`src/sv/bitrd_pkg.sv`:
```
`timescale 1ns / 1ps

package bitrd_pkg;

    // default depth of the byte buffer
    localparam int BUFFER_BYTES_DEF = 16;

    // longest fixed read, and the zero run that aborts a code
    localparam logic [6:0] MAX_FIXED_BITS = 7'd64;
    localparam logic [6:0] GOLOMB_LIMIT   = 7'd64;

    typedef enum logic [1:0] {
        OP_START  = 2'd0,
        OP_PUSH   = 2'd1,
        OP_FIXED  = 2'd2,
        OP_GOLOMB = 2'd3
    } op_t;

    // one classified request as it waits in the queue
    typedef struct packed {
        op_t        op;
        logic [7:0] data;
        logic [6:0] count;
    } pkt_t;

    typedef enum logic [1:0] {
        ST_IDLE,
        ST_FETCH,
        ST_WORK
    } state_t;

    typedef enum logic [1:0] {
        MD_FIXED,
        MD_ZERO,
        MD_SUFFIX
    } mode_t;

endpackage

```
`src/sv/bitrd_cmd_if.sv`:
```
`timescale 1ns / 1ps

interface bitrd_cmd_if;
    logic       valid;
    logic       ready;
    logic [1:0] req_type;
    logic [7:0] data_byte;
    logic [6:0] bit_count;

    modport source (output valid, output req_type, output data_byte, output bit_count,
                    input ready);
    modport sink (input valid, input req_type, input data_byte, input bit_count,
                  output ready);
endinterface

```
`src/sv/bitrd_res_if.sv`:
```
`timescale 1ns / 1ps

interface bitrd_res_if;
    logic        valid;
    logic        ready;
    logic [63:0] value;
    logic        error;
    logic        overflow;

    modport source (output valid, output value, output error, output overflow,
                    input ready);
    modport sink (input valid, input value, input error, input overflow,
                  output ready);
endinterface

```
`src/sv/bitrd_ram.sv`:
```
`timescale 1ns / 1ps

module bitrd_ram #(
    parameter int  WIDTH = 8,
    parameter int  DEPTH = 16,
    localparam int AW    = $clog2(DEPTH)
) (
    input  logic             clk,
    input  logic             we,
    input  logic [AW-1:0]    waddr,
    input  logic [WIDTH-1:0] wdata,
    input  logic             re,
    input  logic [AW-1:0]    raddr,
    output logic [WIDTH-1:0] rdata
);

    logic [WIDTH-1:0] mem_reg [DEPTH];
    logic [WIDTH-1:0] rdata_reg;

    always_ff @(posedge clk)
    begin
        if (we)
        begin
            mem_reg[waddr] <= wdata;
        end
        if (re)
        begin
            rdata_reg <= mem_reg[raddr];
        end
    end

    assign rdata = rdata_reg;

endmodule

```
`src/sv/bitrd_front.sv`:
```
`timescale 1ns / 1ps

module bitrd_front (
    input  logic              clk,
    input  logic              rst_n,
    bitrd_cmd_if.sink         cmd,
    output bitrd_pkg::pkt_t   q_head,
    output logic              q_valid,
    input  logic              q_pop
);

    import bitrd_pkg::*;

    // two-entry queue towards the back end
    pkt_t       entries_reg [2];
    logic       wr_ptr_reg;
    logic       wr_ptr_next;
    logic       rd_ptr_reg;
    logic       rd_ptr_next;
    logic [1:0] fill_reg;
    logic [1:0] fill_next;
    logic       push;
    logic       pop;
    pkt_t       pkt;

    // classify: decode the request and clamp the fixed count
    always_comb
    begin
        pkt.op    = op_t'(cmd.req_type);
        pkt.data  = cmd.data_byte;
        pkt.count = (cmd.bit_count > MAX_FIXED_BITS) ? MAX_FIXED_BITS : cmd.bit_count;
    end

    assign cmd.ready = (fill_reg != 2'd2);
    assign push      = cmd.valid && cmd.ready;
    assign pop       = q_pop && q_valid;
    assign q_valid   = (fill_reg != 2'd0);
    assign q_head    = entries_reg[rd_ptr_reg];

    always_comb
    begin
        wr_ptr_next = push ? ~wr_ptr_reg : wr_ptr_reg;
        rd_ptr_next = pop ? ~rd_ptr_reg : rd_ptr_reg;
        fill_next   = fill_reg + {1'b0, push} - {1'b0, pop};
    end

    always_ff @(posedge clk or negedge rst_n)
    begin
        if (!rst_n)
        begin
            wr_ptr_reg <= 1'b0;
            rd_ptr_reg <= 1'b0;
            fill_reg   <= 2'd0;
        end
        else
        begin
            wr_ptr_reg <= wr_ptr_next;
            rd_ptr_reg <= rd_ptr_next;
            fill_reg   <= fill_next;
        end
    end

    always_ff @(posedge clk)
    begin
        if (push)
        begin
            entries_reg[wr_ptr_reg] <= pkt;
        end
    end

endmodule

```
`src/sv/bitrd_back.sv`:
```
`timescale 1ns / 1ps

module bitrd_back #(
    parameter int  BUFFER_BYTES = bitrd_pkg::BUFFER_BYTES_DEF,
    localparam int AW           = $clog2(BUFFER_BYTES),
    localparam int CW           = $clog2(BUFFER_BYTES + 1)
) (
    input  logic              clk,
    input  logic              rst_n,
    input  bitrd_pkg::pkt_t   q_head,
    input  logic              q_valid,
    output logic              q_pop,
    output logic              ram_we,
    output logic [AW-1:0]     ram_waddr,
    output logic [7:0]        ram_wdata,
    output logic              ram_re,
    output logic [AW-1:0]     ram_raddr,
    input  logic [7:0]        ram_rdata,
    bitrd_res_if.source       result
);

    import bitrd_pkg::*;

    localparam logic [CW-1:0] FULL = CW'(BUFFER_BYTES);

    state_t         state_reg, state_next;
    mode_t          mode_reg, mode_next;
    logic [CW-1:0]  read_index_reg, read_index_next;
    logic [CW-1:0]  bytes_held_reg, bytes_held_next;
    logic [2:0]     bit_offset_reg, bit_offset_next;
    logic           error_reg, error_next;
    logic           err_start_reg, err_start_next;
    logic [6:0]     rem_reg, rem_next;
    logic [5:0]     zeros_reg, zeros_next;
    logic [63:0]    acc_reg, acc_next;
    logic           out_valid_reg, out_valid_next;
    logic [63:0]    out_value_reg, out_value_next;
    logic           out_error_reg, out_error_next;
    logic           out_ovf_reg, out_ovf_next;

    logic           slot_free;
    logic           avail;
    logic           starts_read;
    logic [7:0]     aligned;
    logic [3:0]     room;
    logic [3:0]     take;
    logic [7:0]     chunk;
    logic [3:0]     lz;
    logic [6:0]     zero_total;
    logic [3:0]     limit_gap;
    logic [63:0]    acc_shift;
    logic [63:0]    seed_value;
    logic [3:0]     consume;
    logic [3:0]     off_sum;
    logic           wrap;
    logic           work_finish;
    logic           work_err;
    logic           to_suffix;
    logic [63:0]    work_value;

    function automatic logic [3:0] lead_zeros(input logic [7:0] w);
        logic [3:0] n;
        logic       found;
        n     = 4'd8;
        found = 1'b0;
        for (int i = 7; i >= 0; i--)
        begin
            if (!found && w[i])
            begin
                n     = 4'(7 - i);
                found = 1'b1;
            end
        end
        return n;
    endfunction

    assign slot_free  = !out_valid_reg || result.ready;
    assign q_pop      = (state_reg == ST_IDLE) && q_valid && slot_free;
    assign avail      = (read_index_reg < bytes_held_reg);
    assign starts_read = (q_head.op == OP_GOLOMB) ||
                         ((q_head.op == OP_FIXED) && (q_head.count != 7'd0));

    // current byte left-aligned at the bit offset
    assign aligned    = ram_rdata << bit_offset_reg;
    assign room       = 4'd8 - {1'b0, bit_offset_reg};
    assign take       = (rem_reg < {3'b000, room}) ? rem_reg[3:0] : room;
    assign chunk      = aligned >> (4'd8 - take);
    assign lz         = lead_zeros(aligned);
    assign zero_total = {1'b0, zeros_reg} +
                        ((aligned != 8'd0) ? {3'b000, lz} : {3'b000, room});
    // zeros still allowed before the run limit; at most eight when the limit is reached
    assign limit_gap  = 4'(GOLOMB_LIMIT - {1'b0, zeros_reg});
    assign acc_shift  = (acc_reg << take) | {56'd0, chunk};
    assign seed_value = (64'd1 << zeros_reg) - 64'd1;

    // what one byte step does in each mode
    always_comb
    begin
        consume     = take;
        work_finish = 1'b0;
        work_err    = 1'b0;
        to_suffix   = 1'b0;
        work_value  = 64'd0;
        unique case (mode_reg)
            MD_FIXED:
            begin
                work_finish = (rem_reg == {3'b000, take});
                work_value  = acc_shift;
            end
            MD_SUFFIX:
            begin
                work_finish = (rem_reg == {3'b000, take});
                // acc was seeded with a one, so it already holds 2^n + bits
                work_value  = acc_shift - 64'd1;
            end
            MD_ZERO:
            begin
                if (err_start_reg)
                begin
                    // error already set: one bit, then the code gives 0
                    consume     = 4'd1;
                    work_finish = 1'b1;
                end
                else if (zero_total >= GOLOMB_LIMIT)
                begin
                    consume     = limit_gap;
                    work_finish = 1'b1;
                    work_err    = 1'b1;
                end
                else if (aligned != 8'd0)
                begin
                    consume = lz + 4'd1;
                    if (zero_total == 7'd0)
                    begin
                        work_finish = 1'b1;
                    end
                    else
                    begin
                        to_suffix = 1'b1;
                    end
                end
                else
                begin
                    consume = room;
                end
            end
            default:
            begin
                work_finish = 1'b1;
            end
        endcase
    end

    assign off_sum = {1'b0, bit_offset_reg} + consume;
    assign wrap    = off_sum[3];

    // next state
    always_comb
    begin
        state_next = state_reg;
        unique case (state_reg)
            ST_IDLE:
            begin
                if (q_pop && starts_read)
                begin
                    state_next = ST_FETCH;
                end
            end
            ST_FETCH:
            begin
                state_next = avail ? ST_WORK : ST_IDLE;
            end
            ST_WORK:
            begin
                if (work_finish)
                begin
                    state_next = ST_IDLE;
                end
                else if (wrap)
                begin
                    state_next = ST_FETCH;
                end
            end
            default:
            begin
                state_next = ST_IDLE;
            end
        endcase
    end

    // datapath and outputs
    always_comb
    begin
        mode_next       = mode_reg;
        read_index_next = read_index_reg;
        bytes_held_next = bytes_held_reg;
        bit_offset_next = bit_offset_reg;
        error_next      = error_reg;
        err_start_next  = err_start_reg;
        rem_next        = rem_reg;
        zeros_next      = zeros_reg;
        acc_next        = acc_reg;
        out_valid_next  = out_valid_reg && !result.ready;
        out_value_next  = out_value_reg;
        out_error_next  = out_error_reg;
        out_ovf_next    = out_ovf_reg;
        ram_we          = 1'b0;
        ram_re          = 1'b0;

        unique case (state_reg)
            ST_IDLE:
            begin
                if (q_pop)
                begin
                    unique case (q_head.op)
                        OP_START:
                        begin
                            read_index_next = '0;
                            bytes_held_next = '0;
                            bit_offset_next = 3'd0;
                            error_next      = 1'b0;
                            out_valid_next  = 1'b1;
                            out_value_next  = 64'd0;
                            out_error_next  = 1'b0;
                            out_ovf_next    = 1'b0;
                        end
                        OP_PUSH:
                        begin
                            out_valid_next = 1'b1;
                            out_value_next = 64'd0;
                            out_error_next = error_reg;
                            if (bytes_held_reg < FULL)
                            begin
                                ram_we          = 1'b1;
                                bytes_held_next = bytes_held_reg + CW'(1);
                                out_ovf_next    = 1'b0;
                            end
                            else
                            begin
                                out_ovf_next = 1'b1;
                            end
                        end
                        OP_FIXED:
                        begin
                            mode_next = MD_FIXED;
                            rem_next  = q_head.count;
                            acc_next  = 64'd0;
                            if (q_head.count == 7'd0)
                            begin
                                out_valid_next = 1'b1;
                                out_value_next = 64'd0;
                                out_error_next = error_reg;
                                out_ovf_next   = 1'b0;
                            end
                        end
                        OP_GOLOMB:
                        begin
                            mode_next      = MD_ZERO;
                            zeros_next     = 6'd0;
                            rem_next       = 7'd0;
                            err_start_next = error_reg;
                        end
                        default:
                        begin
                            out_valid_next = 1'b1;
                        end
                    endcase
                end
            end
            ST_FETCH:
            begin
                if (avail)
                begin
                    ram_re = 1'b1;
                end
                else
                begin
                    // data ran out: fixed gives 0, a code gives 2^n - 1
                    error_next     = 1'b1;
                    out_valid_next = 1'b1;
                    out_value_next = (mode_reg == MD_FIXED) ? 64'd0 : seed_value;
                    out_error_next = 1'b1;
                    out_ovf_next   = 1'b0;
                end
            end
            ST_WORK:
            begin
                if (wrap)
                begin
                    read_index_next = read_index_reg + CW'(1);
                    bit_offset_next = 3'd0;
                end
                else
                begin
                    bit_offset_next = off_sum[2:0];
                end
                if (mode_reg == MD_ZERO)
                begin
                    zeros_next = zero_total[5:0];
                    if (to_suffix)
                    begin
                        mode_next = MD_SUFFIX;
                        rem_next  = zero_total;
                        acc_next  = 64'd1;
                    end
                end
                else
                begin
                    rem_next = rem_reg - {3'b000, take};
                    acc_next = acc_shift;
                end
                if (work_err)
                begin
                    error_next = 1'b1;
                end
                if (work_finish)
                begin
                    out_valid_next = 1'b1;
                    out_value_next = work_value;
                    out_error_next = error_reg || work_err;
                    out_ovf_next   = 1'b0;
                end
            end
            default:
            begin
                out_valid_next = out_valid_reg;
            end
        endcase
    end

    assign ram_waddr = bytes_held_reg[AW-1:0];
    assign ram_wdata = q_head.data;
    assign ram_raddr = read_index_reg[AW-1:0];

    assign result.valid    = out_valid_reg;
    assign result.value    = out_value_reg;
    assign result.error    = out_error_reg;
    assign result.overflow = out_ovf_reg;

    always_ff @(posedge clk or negedge rst_n)
    begin
        if (!rst_n)
        begin
            state_reg      <= ST_IDLE;
            mode_reg       <= MD_FIXED;
            read_index_reg <= '0;
            bytes_held_reg <= '0;
            bit_offset_reg <= 3'd0;
            error_reg      <= 1'b0;
            err_start_reg  <= 1'b0;
            out_valid_reg  <= 1'b0;
        end
        else
        begin
            state_reg      <= state_next;
            mode_reg       <= mode_next;
            read_index_reg <= read_index_next;
            bytes_held_reg <= bytes_held_next;
            bit_offset_reg <= bit_offset_next;
            error_reg      <= error_next;
            err_start_reg  <= err_start_next;
            out_valid_reg  <= out_valid_next;
        end
    end

    always_ff @(posedge clk)
    begin
        rem_reg       <= rem_next;
        zeros_reg     <= zeros_next;
        acc_reg       <= acc_next;
        out_value_reg <= out_value_next;
        out_error_reg <= out_error_next;
        out_ovf_reg   <= out_ovf_next;
    end

endmodule

```
`src/sv/msb_bit_reader_exp_golomb.sv`:
```
`timescale 1ns / 1ps

// channel   direction  payload                                  request meaning
// cmd       in         req_type[1:0] data_byte[7:0] bit_count   start, push, fixed read, code read
// result    out        value[63:0] error overflow               one per request, in order
//
// start, push and zero-length reads: the queue entry, then the back end's result register
// reads: each byte touched takes a ram fetch, then bit extraction, before the result register;
//   an extra extraction step where a code's suffix starts in the byte that ends its zero
//   run, and an empty fetch when the data runs out
// reset: asynchronous, clears offsets, counts, sticky error and the request queue
// a two-entry queue lets new requests in while the back end reads or a result waits

module msb_bit_reader_exp_golomb #(
    parameter int BUFFER_BYTES = bitrd_pkg::BUFFER_BYTES_DEF
) (
    input  logic        clk,
    input  logic        rst_n,
    bitrd_cmd_if.sink   cmd,
    bitrd_res_if.source result
);

    import bitrd_pkg::*;

    localparam int AW = $clog2(BUFFER_BYTES);

    // queue head handed from the front end to the back end
    pkt_t          q_head;
    logic          q_valid;
    logic          q_pop;

    // byte buffer port
    logic          ram_we;
    logic [AW-1:0] ram_waddr;
    logic [7:0]    ram_wdata;
    logic          ram_re;
    logic [AW-1:0] ram_raddr;
    logic [7:0]    ram_rdata;

    // front end: takes requests, decodes and clamps them, queues them
    bitrd_front u_front (
        .clk     (clk),
        .rst_n   (rst_n),
        .cmd     (cmd),
        .q_head  (q_head),
        .q_valid (q_valid),
        .q_pop   (q_pop)
    );

    // byte buffer, written on push, read a byte at a time by the back end
    bitrd_ram #(
        .WIDTH (8),
        .DEPTH (BUFFER_BYTES)
    ) u_ram (
        .clk   (clk),
        .we    (ram_we),
        .waddr (ram_waddr),
        .wdata (ram_wdata),
        .re    (ram_re),
        .raddr (ram_raddr),
        .rdata (ram_rdata)
    );

    // back end: owns the read position and sticky error, walks the bits
    bitrd_back #(
        .BUFFER_BYTES (BUFFER_BYTES)
    ) u_back (
        .clk       (clk),
        .rst_n     (rst_n),
        .q_head    (q_head),
        .q_valid   (q_valid),
        .q_pop     (q_pop),
        .ram_we    (ram_we),
        .ram_waddr (ram_waddr),
        .ram_wdata (ram_wdata),
        .ram_re    (ram_re),
        .ram_raddr (ram_raddr),
        .ram_rdata (ram_rdata),
        .result    (result)
    );

endmodule

```
`src/flat_wrapper.sv`:
```
// flat-port wrapper written by rule: the top's interface ports become plain ports
module msb_bit_reader_exp_golomb_flat import bitrd_pkg::*;
#(
    parameter int BUFFER_BYTES = bitrd_pkg::BUFFER_BYTES_DEF
)
  (clk, rst_n, cmd_valid, cmd_req_type, cmd_data_byte, cmd_bit_count, cmd_ready, result_valid, result_value, result_error, result_overflow, result_ready);
  bitrd_cmd_if cmd_i ();
  bitrd_res_if result_i ();
  input  logic clk;
  input  logic rst_n;
  input wire logic [$bits(cmd_i.valid)-1:0] cmd_valid;
  input wire logic [$bits(cmd_i.req_type)-1:0] cmd_req_type;
  input wire logic [$bits(cmd_i.data_byte)-1:0] cmd_data_byte;
  input wire logic [$bits(cmd_i.bit_count)-1:0] cmd_bit_count;
  output wire logic [$bits(cmd_i.ready)-1:0] cmd_ready;
  output wire logic [$bits(result_i.valid)-1:0] result_valid;
  output wire logic [$bits(result_i.value)-1:0] result_value;
  output wire logic [$bits(result_i.error)-1:0] result_error;
  output wire logic [$bits(result_i.overflow)-1:0] result_overflow;
  input wire logic [$bits(result_i.ready)-1:0] result_ready;
  assign cmd_i.valid = cmd_valid;
  assign cmd_i.req_type = cmd_req_type;
  assign cmd_i.data_byte = cmd_data_byte;
  assign cmd_i.bit_count = cmd_bit_count;
  assign cmd_ready = cmd_i.ready;
  assign result_valid = result_i.valid;
  assign result_value = result_i.value;
  assign result_error = result_i.error;
  assign result_overflow = result_i.overflow;
  assign result_i.ready = result_ready;
  msb_bit_reader_exp_golomb #(.BUFFER_BYTES(BUFFER_BYTES)) u_core (.clk(clk), .rst_n(rst_n), .cmd(cmd_i), .result(result_i));
endmodule
```
`config.mk`:
```
export PLATFORM = sky130hd
export DESIGN_NAME = msb_bit_reader_exp_golomb_flat
export DESIGN_NICKNAME = d
export VERILOG_FILES = /design/src/sv/bitrd_pkg.sv /design/src/sv/bitrd_cmd_if.sv /design/src/sv/bitrd_res_if.sv /design/src/sv/bitrd_ram.sv /design/src/sv/bitrd_front.sv /design/src/sv/bitrd_back.sv /design/src/sv/msb_bit_reader_exp_golomb.sv /design/src/flat_wrapper.sv
export SDC_FILE = /design/constraint.sdc
export NUM_CORES = 1
export LEC_CHECK = 0
export ABC_AREA = 1
export BUFFER_PORTS_ARGS = -buffer_cell sky130_fd_sc_hd__buf_2
export CORE_AREA = 4 4 227 185
export CTS_CLUSTER_SIZE = 40
export DETAILED_ROUTE_END_ITERATION = 7
export DIE_AREA = 0 0 231 189
export PLACE_DENSITY_LB_ADDON = 0.3
export SLEW_MARGIN = 20
export SYNTH_ARGS = -nofsm -noshare
export SYNTH_HDL_FRONTEND = slang
export SYNTH_SLANG_ARGS = --single-unit
```
`constraint.sdc`:
```
create_clock -name clk -period 23.8 [get_ports clk]
set_clock_uncertainty 0.2 [all_clocks]
set_input_delay 4.76 -clock clk [delete_from_list [all_inputs] [get_ports clk]]
set_output_delay 4.76 -clock clk [all_outputs]
set_load 0.05 [all_outputs]
```
**Word-level counts from Yosys, hierarchy flattened**

Memory sizes are Yosys's and may differ from the RTL's. A register that Yosys moved wholly into a read port is not among the register bits.
Index checks and enable logic that the tools add are counted.

- Flip-flop bits (word level): 167
- Latch bits: 0
- Bits in writable memories: 162
- ROM bits: 0
- Logic and storage cells: 232
- Memories: 2

- Add/sub/neg operators: 13
- Multipliers: 0
- Div/mod/pow operators: 0
- Magnitude comparators: 5
- Eq/ne operators: 27
- Shift operators: 4
- Muxes and demuxes: 110
- Bitwise logic cells: 3
- Reduce and logical (&&, ||, !) cells: 51

Memories:

| name | words | width | rd ports | clocked after Yosys merged registers in | write ports | RTL line | source |
|---|---|---|---|---|---|---|---|
| u_core.u_ram.mem_reg | 16 | 8 | 1 | 1 | 1 | bitrd_ram.sv:17 | `logic [WIDTH-1:0] mem_reg [DEPTH];` |
| u_core.u_front.entries_reg | 2 | 17 | 1 | 0 | 1 | bitrd_front.sv:15 | `pkt_t entries_reg [2];` |

Operator list:

| operator | count |
|---|---|
| $mux 64 | 9 |
| $pmux 64 s2 | 3 |
| $pmux 64 s3 | 1 |
| $sub 64x1->64 const B | 2 |
| $or 64x8->64 | 1 |
| $shl 1x6->64 const A | 1 |
| $shl 64x4->64 | 1 |
| $mux 4 | 14 |
| $mux 1 | 45 |
| $mux 7 | 4 |
| $pmux 7 s2 | 2 |
| $mux 5 | 4 |
| $pmux 5 s2 | 2 |
| $reduce_and 4->1 | 5 |
| $mux 6 | 3 |
| $ne 2x2->1 const B | 9 |
| $pmux 1 s3 | 6 |
| $logic_and 1x1->1 | 14 |
| $logic_not 7->1 | 2 |
| $mux 2 | 7 |
| $pmux 6 s2 | 1 |
| $reduce_and 6->1 | 2 |
| $add 5x1->5 const B | 2 |
| $reduce_and 5->1 | 2 |
| 40 further kinds | 71 |

**Longest topological paths before layout**

- Word-level depth: 34
- Gate-level depth with buffers: 40

**By module**

Synthesis repeated with hierarchy kept, for this count alone.

- Cells, all modules: 3462
- Area, all modules: 24529.8 sq um

Modules (own cells, without submodules):

| module | times used | cells each | area each (sq um) | seq. area each (sq um) |
|---|---|---|---|---|
| bitrd_back | 1 | 2774 | 17117.7 | 4794.6 |
| bitrd_ram | 1 | 551 | 5846.9 | 4083.9 |
| bitrd_front | 1 | 137 | 1565.3 | 1121.1 |

**Worst setup path after synthesis**

OpenSTA, ideal clock, no wires.

- Path kind: input to register
- From: in result_ready
- To: reg u_core.u_back.out_value_reg[0], in the netlist u_core.u_back.result.value[0] (enable)
- Data arrival time: 15.407 ns
- Data required time: 22.773 ns
- Slack: 7.366 ns
- Stages on the path: 6
- Cells stage by stage: nor2_1 nor3_1 nor2_1 nor2_1 nand2_1 a2111oi_0

- Word-level cells in the longest chain between the ends: 4

Ends and longest elaborated chain:

| element | RTL line | source |
|---|---|---|
| start, declared | flat_wrapper.sv:20 | `input wire logic [$bits(result_i.ready)-1:0] result_ready;` |
| $logic_or 1x1->1 | bitrd_back.sv:77 | `assign slot_free = !out_valid_reg \|\| result.ready;` |
| $logic_and 1x1->1 | bitrd_back.sv:78 | `assign q_pop = (state_reg == ST_IDLE) && q_valid && slot_free;` |
| $ne 2x2->1 (no source line) | -- |  |
| $reduce_and 6->1 (no source line) | -- |  |
| end signal, assigned | bitrd_back.sv:371 | `out_value_reg <= out_value_next;` |
| end, declared | bitrd_back.sv:37 | `logic [63:0] out_value_reg, out_value_next;` |

Every way passes these cells.
A chain may end at the register's enable or synchronous reset.

**Worst setup path in the final report**

- From: in result_ready
- To: reg u_core.u_back.acc_reg[54] (enable)

- Word-level cells in the longest chain between the ends: 4

Ends and longest elaborated chain:

| element | RTL line | source |
|---|---|---|
| $logic_or 1x1->1 | bitrd_back.sv:77 |  |
| $logic_and 1x1->1 | bitrd_back.sv:78 |  |
| $ne 2x2->1 (no source line) | -- |  |
| $reduce_and 4->1 (no source line) | -- |  |
| end signal, assigned | bitrd_back.sv:370 | `acc_reg <= acc_next;` |
| end, declared | bitrd_back.sv:35 | `logic [63:0] acc_reg, acc_next;` |

Every way passes these cells.

==> flow_summary.toml <==
[outcome]
status = "finished, final reports clean"

[clock_network]
clk_path_buf_depth = 3
clk_pin_slew_ps = 60
numCtsBuffers = 36
clock_latency_ps = 580
cts_tree = "yes"
clock-root-buffer = "clkbuf_16"
ctsResizeCount = 0
clock_sinks = 337
htree_levels = 2
holdBufCountCts = 0
cts_setup_buffers = 0

[timing]
slew_viol_final = 0
relSlewSlack = 0.277
finalHoldViolCount = 0
fin_crit_ps = 7120
setup_tns_ps = 0
post-route-period-util = 0.299
final-setup-viol-count = 0
rsz0062_at_grt = "no"
worst_slew_pin_slew_ps = 1080
fmax_mhz = 140

[setup_path]
worst-setup-path-type = "in2reg"
cp_slowest_stage_delay_ps = 710
critPathBufInv = 3
r2r_slack_ps = 16990
path_max_fanout = 64
startpoint_type = "input port"
worstSetupEndpointType = "register"
cpMostUsedCell = "o21ai_0"
required_ps = 23780
critPathArrivalTime_ps = 7100
cpLargestDelayFamily = "buffers and inverters"
path_cells = "buf_2, nor2_1, nor3_1, inv_1, o21ai_0, o21ai_0, nor2_4, buf_4"
crit_slowest_cell = "buf_4"

[routing]
viasPerCell = 6.25
vias = 23461
wl_um = 74300
drc = 0
drtIter0Drc = 4269
firstDrtPassIters = 7
wl_per_cell_um = 19.8
ant_nets = 0

[floorplanning]
start_util = 0.592
pin_count = 89
die_x_um = 231
core_mm2 = 0.0400
die_h_um = 189
fp-row-count = 66
die_area_mm2 = 0.0437

[logic_synthesis]
seq_area_frac_synth = 0.423
synth_warnings = 0
synth_edf_count = 313
synth_area_per_cell_um2 = 7.45
yosysUniqueCellTypes = 52
synth_top_area_cell = "edfxtp_1"
async_flop_share = 0.0712
ys.flop_type = "edfxtp_1"
syn_inst = 3176
synth_most_common_cell = "nand2_1"
synth_commonest_cells = "nand2_1 (772), nand3_1 (592), nor2_1 (424)"
synthTopCellsByArea = "edfxtp_1 (40%), nand3_1 (13%), nand2_1 (12%)"
synth_top_area_share = 0.397
synth-seq-cells = 337
synth_area_mm2 = 0.0236
synth_nets = 3245

[global_routing]
overflow = 0
grt_pass1_wl_um = 116000
grt_usage = 0.332
antenna_found_initial = 2
grt_start_max_net_pins = 89
first_global_vias = 20994

[cells_and_area]
layout.nets = 3249
final_layout_size_suffix_gt1_frac = 0.0799
largest_reg_flops = 128
areaGrowthSynthToFinish_pct = 7.60

[flow_run]
maxCapViolations = 0

[place]
place.gp.congestion = 1.04
io_buffers = 88
hpwlAfterDp_um = 52900

[hold_path]
hold_class = "reg2reg"
routing by layer:
metal / vias to the layer above / share of wire / GRT usage / wire, um
li1: 10807 / - / - / -
met1: 10798 / 0.43 / 0.530 / 31800
met2: 1720 / 0.40 / 0.453 / 29400
met3: 136 / 0.16 / 0.0832 / 11600
met4: 0 / 0.020 / 0.0726 / 1520
met5: - / 0 / 0 / 0
cell families (layout without fill, tap and decap cells):
group	count (synthesis)	count (layout)	synth area share
and+or+nand+nor	1971	1971	0.368
other	0	2	0
AOI/OAI and AO/OA	343	343	0.0851
xor gates and xnor gates	36	36	0.0133
adders and majority gates	48	48	0.0264
buffers and inverters	422	452	0.0762
DFF	337	337	0.423
muxes	19	19	0.00804
layout make-up:
| cell class | count | area, um2 |
|---|---|---|
| fill | 3491 | 14500 |
| multi-input combinational | 2417 | 11900 |
| sequential | 337 | 10000 |
| inverter | 280 | 1050 |
| clock buffer | 45 | 955 |
| tap | 544 | 681 |
| timing repair buffer | 108 | 591 |
| clock inverter | 19 | 294 |
| antenna | 2 | 5.00 |
metrics by stage:
| stage | hold slack [ps] | setup slack, ps | utilization | instance area, um2 | cells |
|---|---|---|---|---|---|
| global route | 374 | 16570 | 0.637 | 25400 | 3751 |
| detailed placement | 310 | 16300 | 0.605 | 24200 | 3686 |
| CTS | 328 | 16850 | 0.636 | 25400 | 3750 |
| floorplan | 276 | 7370 | - | 23600 | 3176 |
| finish | 330 | 16680 | 0.637 | 25400 | 3752 |
| global placement | 299 | 16350 | 0.605 | 24200 | 3686 |
tightest hold or removal path, cell delays in order (launching register included):
cell and delay, ps:
dfrtp_1 360, a21oi_1 50, nor2_1 80
path summary, 6_finish.rpt:
check / from / end / depth (start not counted)
setup reg to reg: u_core.u_back.bit_offset_reg[0] / u_core.u_back.result.value[26] / 31
hold / removal: u_core.u_front.wr_ptr_reg / u_core.u_front.wr_ptr_reg / 2
max in group asynchronous: rst_n / u_core.u_back.read_index_reg[0] / 1
min in group asynchronous: rst_n / u_core.u_back.bit_offset_reg[1] / 1
setup / recovery: result_ready / u_core.u_back.acc_reg[54] / 8
hold reg to reg: u_core.u_front.wr_ptr_reg / u_core.u_front.wr_ptr_reg / 2
placed cells by master, fill, tap and decap left out, types with 4 or more instances in the layout:
| cell | instances |
|---|---|
| a21boi_0 | 23 |
| a21o_1 | 4 |
| a21oi_1 | 105 |
| and2_1 | 4 |
| buf_2 | 88 |
| buf_4 | 20 |
| bufinv_16 | 6 |
| clkbuf_1 | 7 |
| clkbuf_16 | 36 |
| clkinv_1 | 7 |
| dfrtp_1 | 23 |
| edfxtp_1 | 313 |
| ha_1 | 45 |
| inv_1 | 259 |
| inv_2 | 16 |
| mux2i_1 | 19 |
| nand2_1 | 772 |
| nand2_2 | 24 |
| nand3_1 | 592 |
| nand3b_1 | 8 |
| nand4_1 | 52 |
| nor2_1 | 421 |
| nor2_2 | 19 |
| nor2_4 | 12 |
| nor3_1 | 41 |
| nor4_1 | 8 |
| o211ai_1 | 11 |
| o21ai_0 | 127 |
| o21ai_1 | 13 |
| o221ai_1 | 16 |
| o22ai_1 | 9 |
| o31ai_1 | 4 |
| o32ai_1 | 19 |
| or2_2 | 5 |
| xnor2_1 | 12 |
| xor2_1 | 24 |
Power is left out: the tool's default activity adds up to more than one toggle a clock period on the data nets, which glitch-free logic cannot reach.
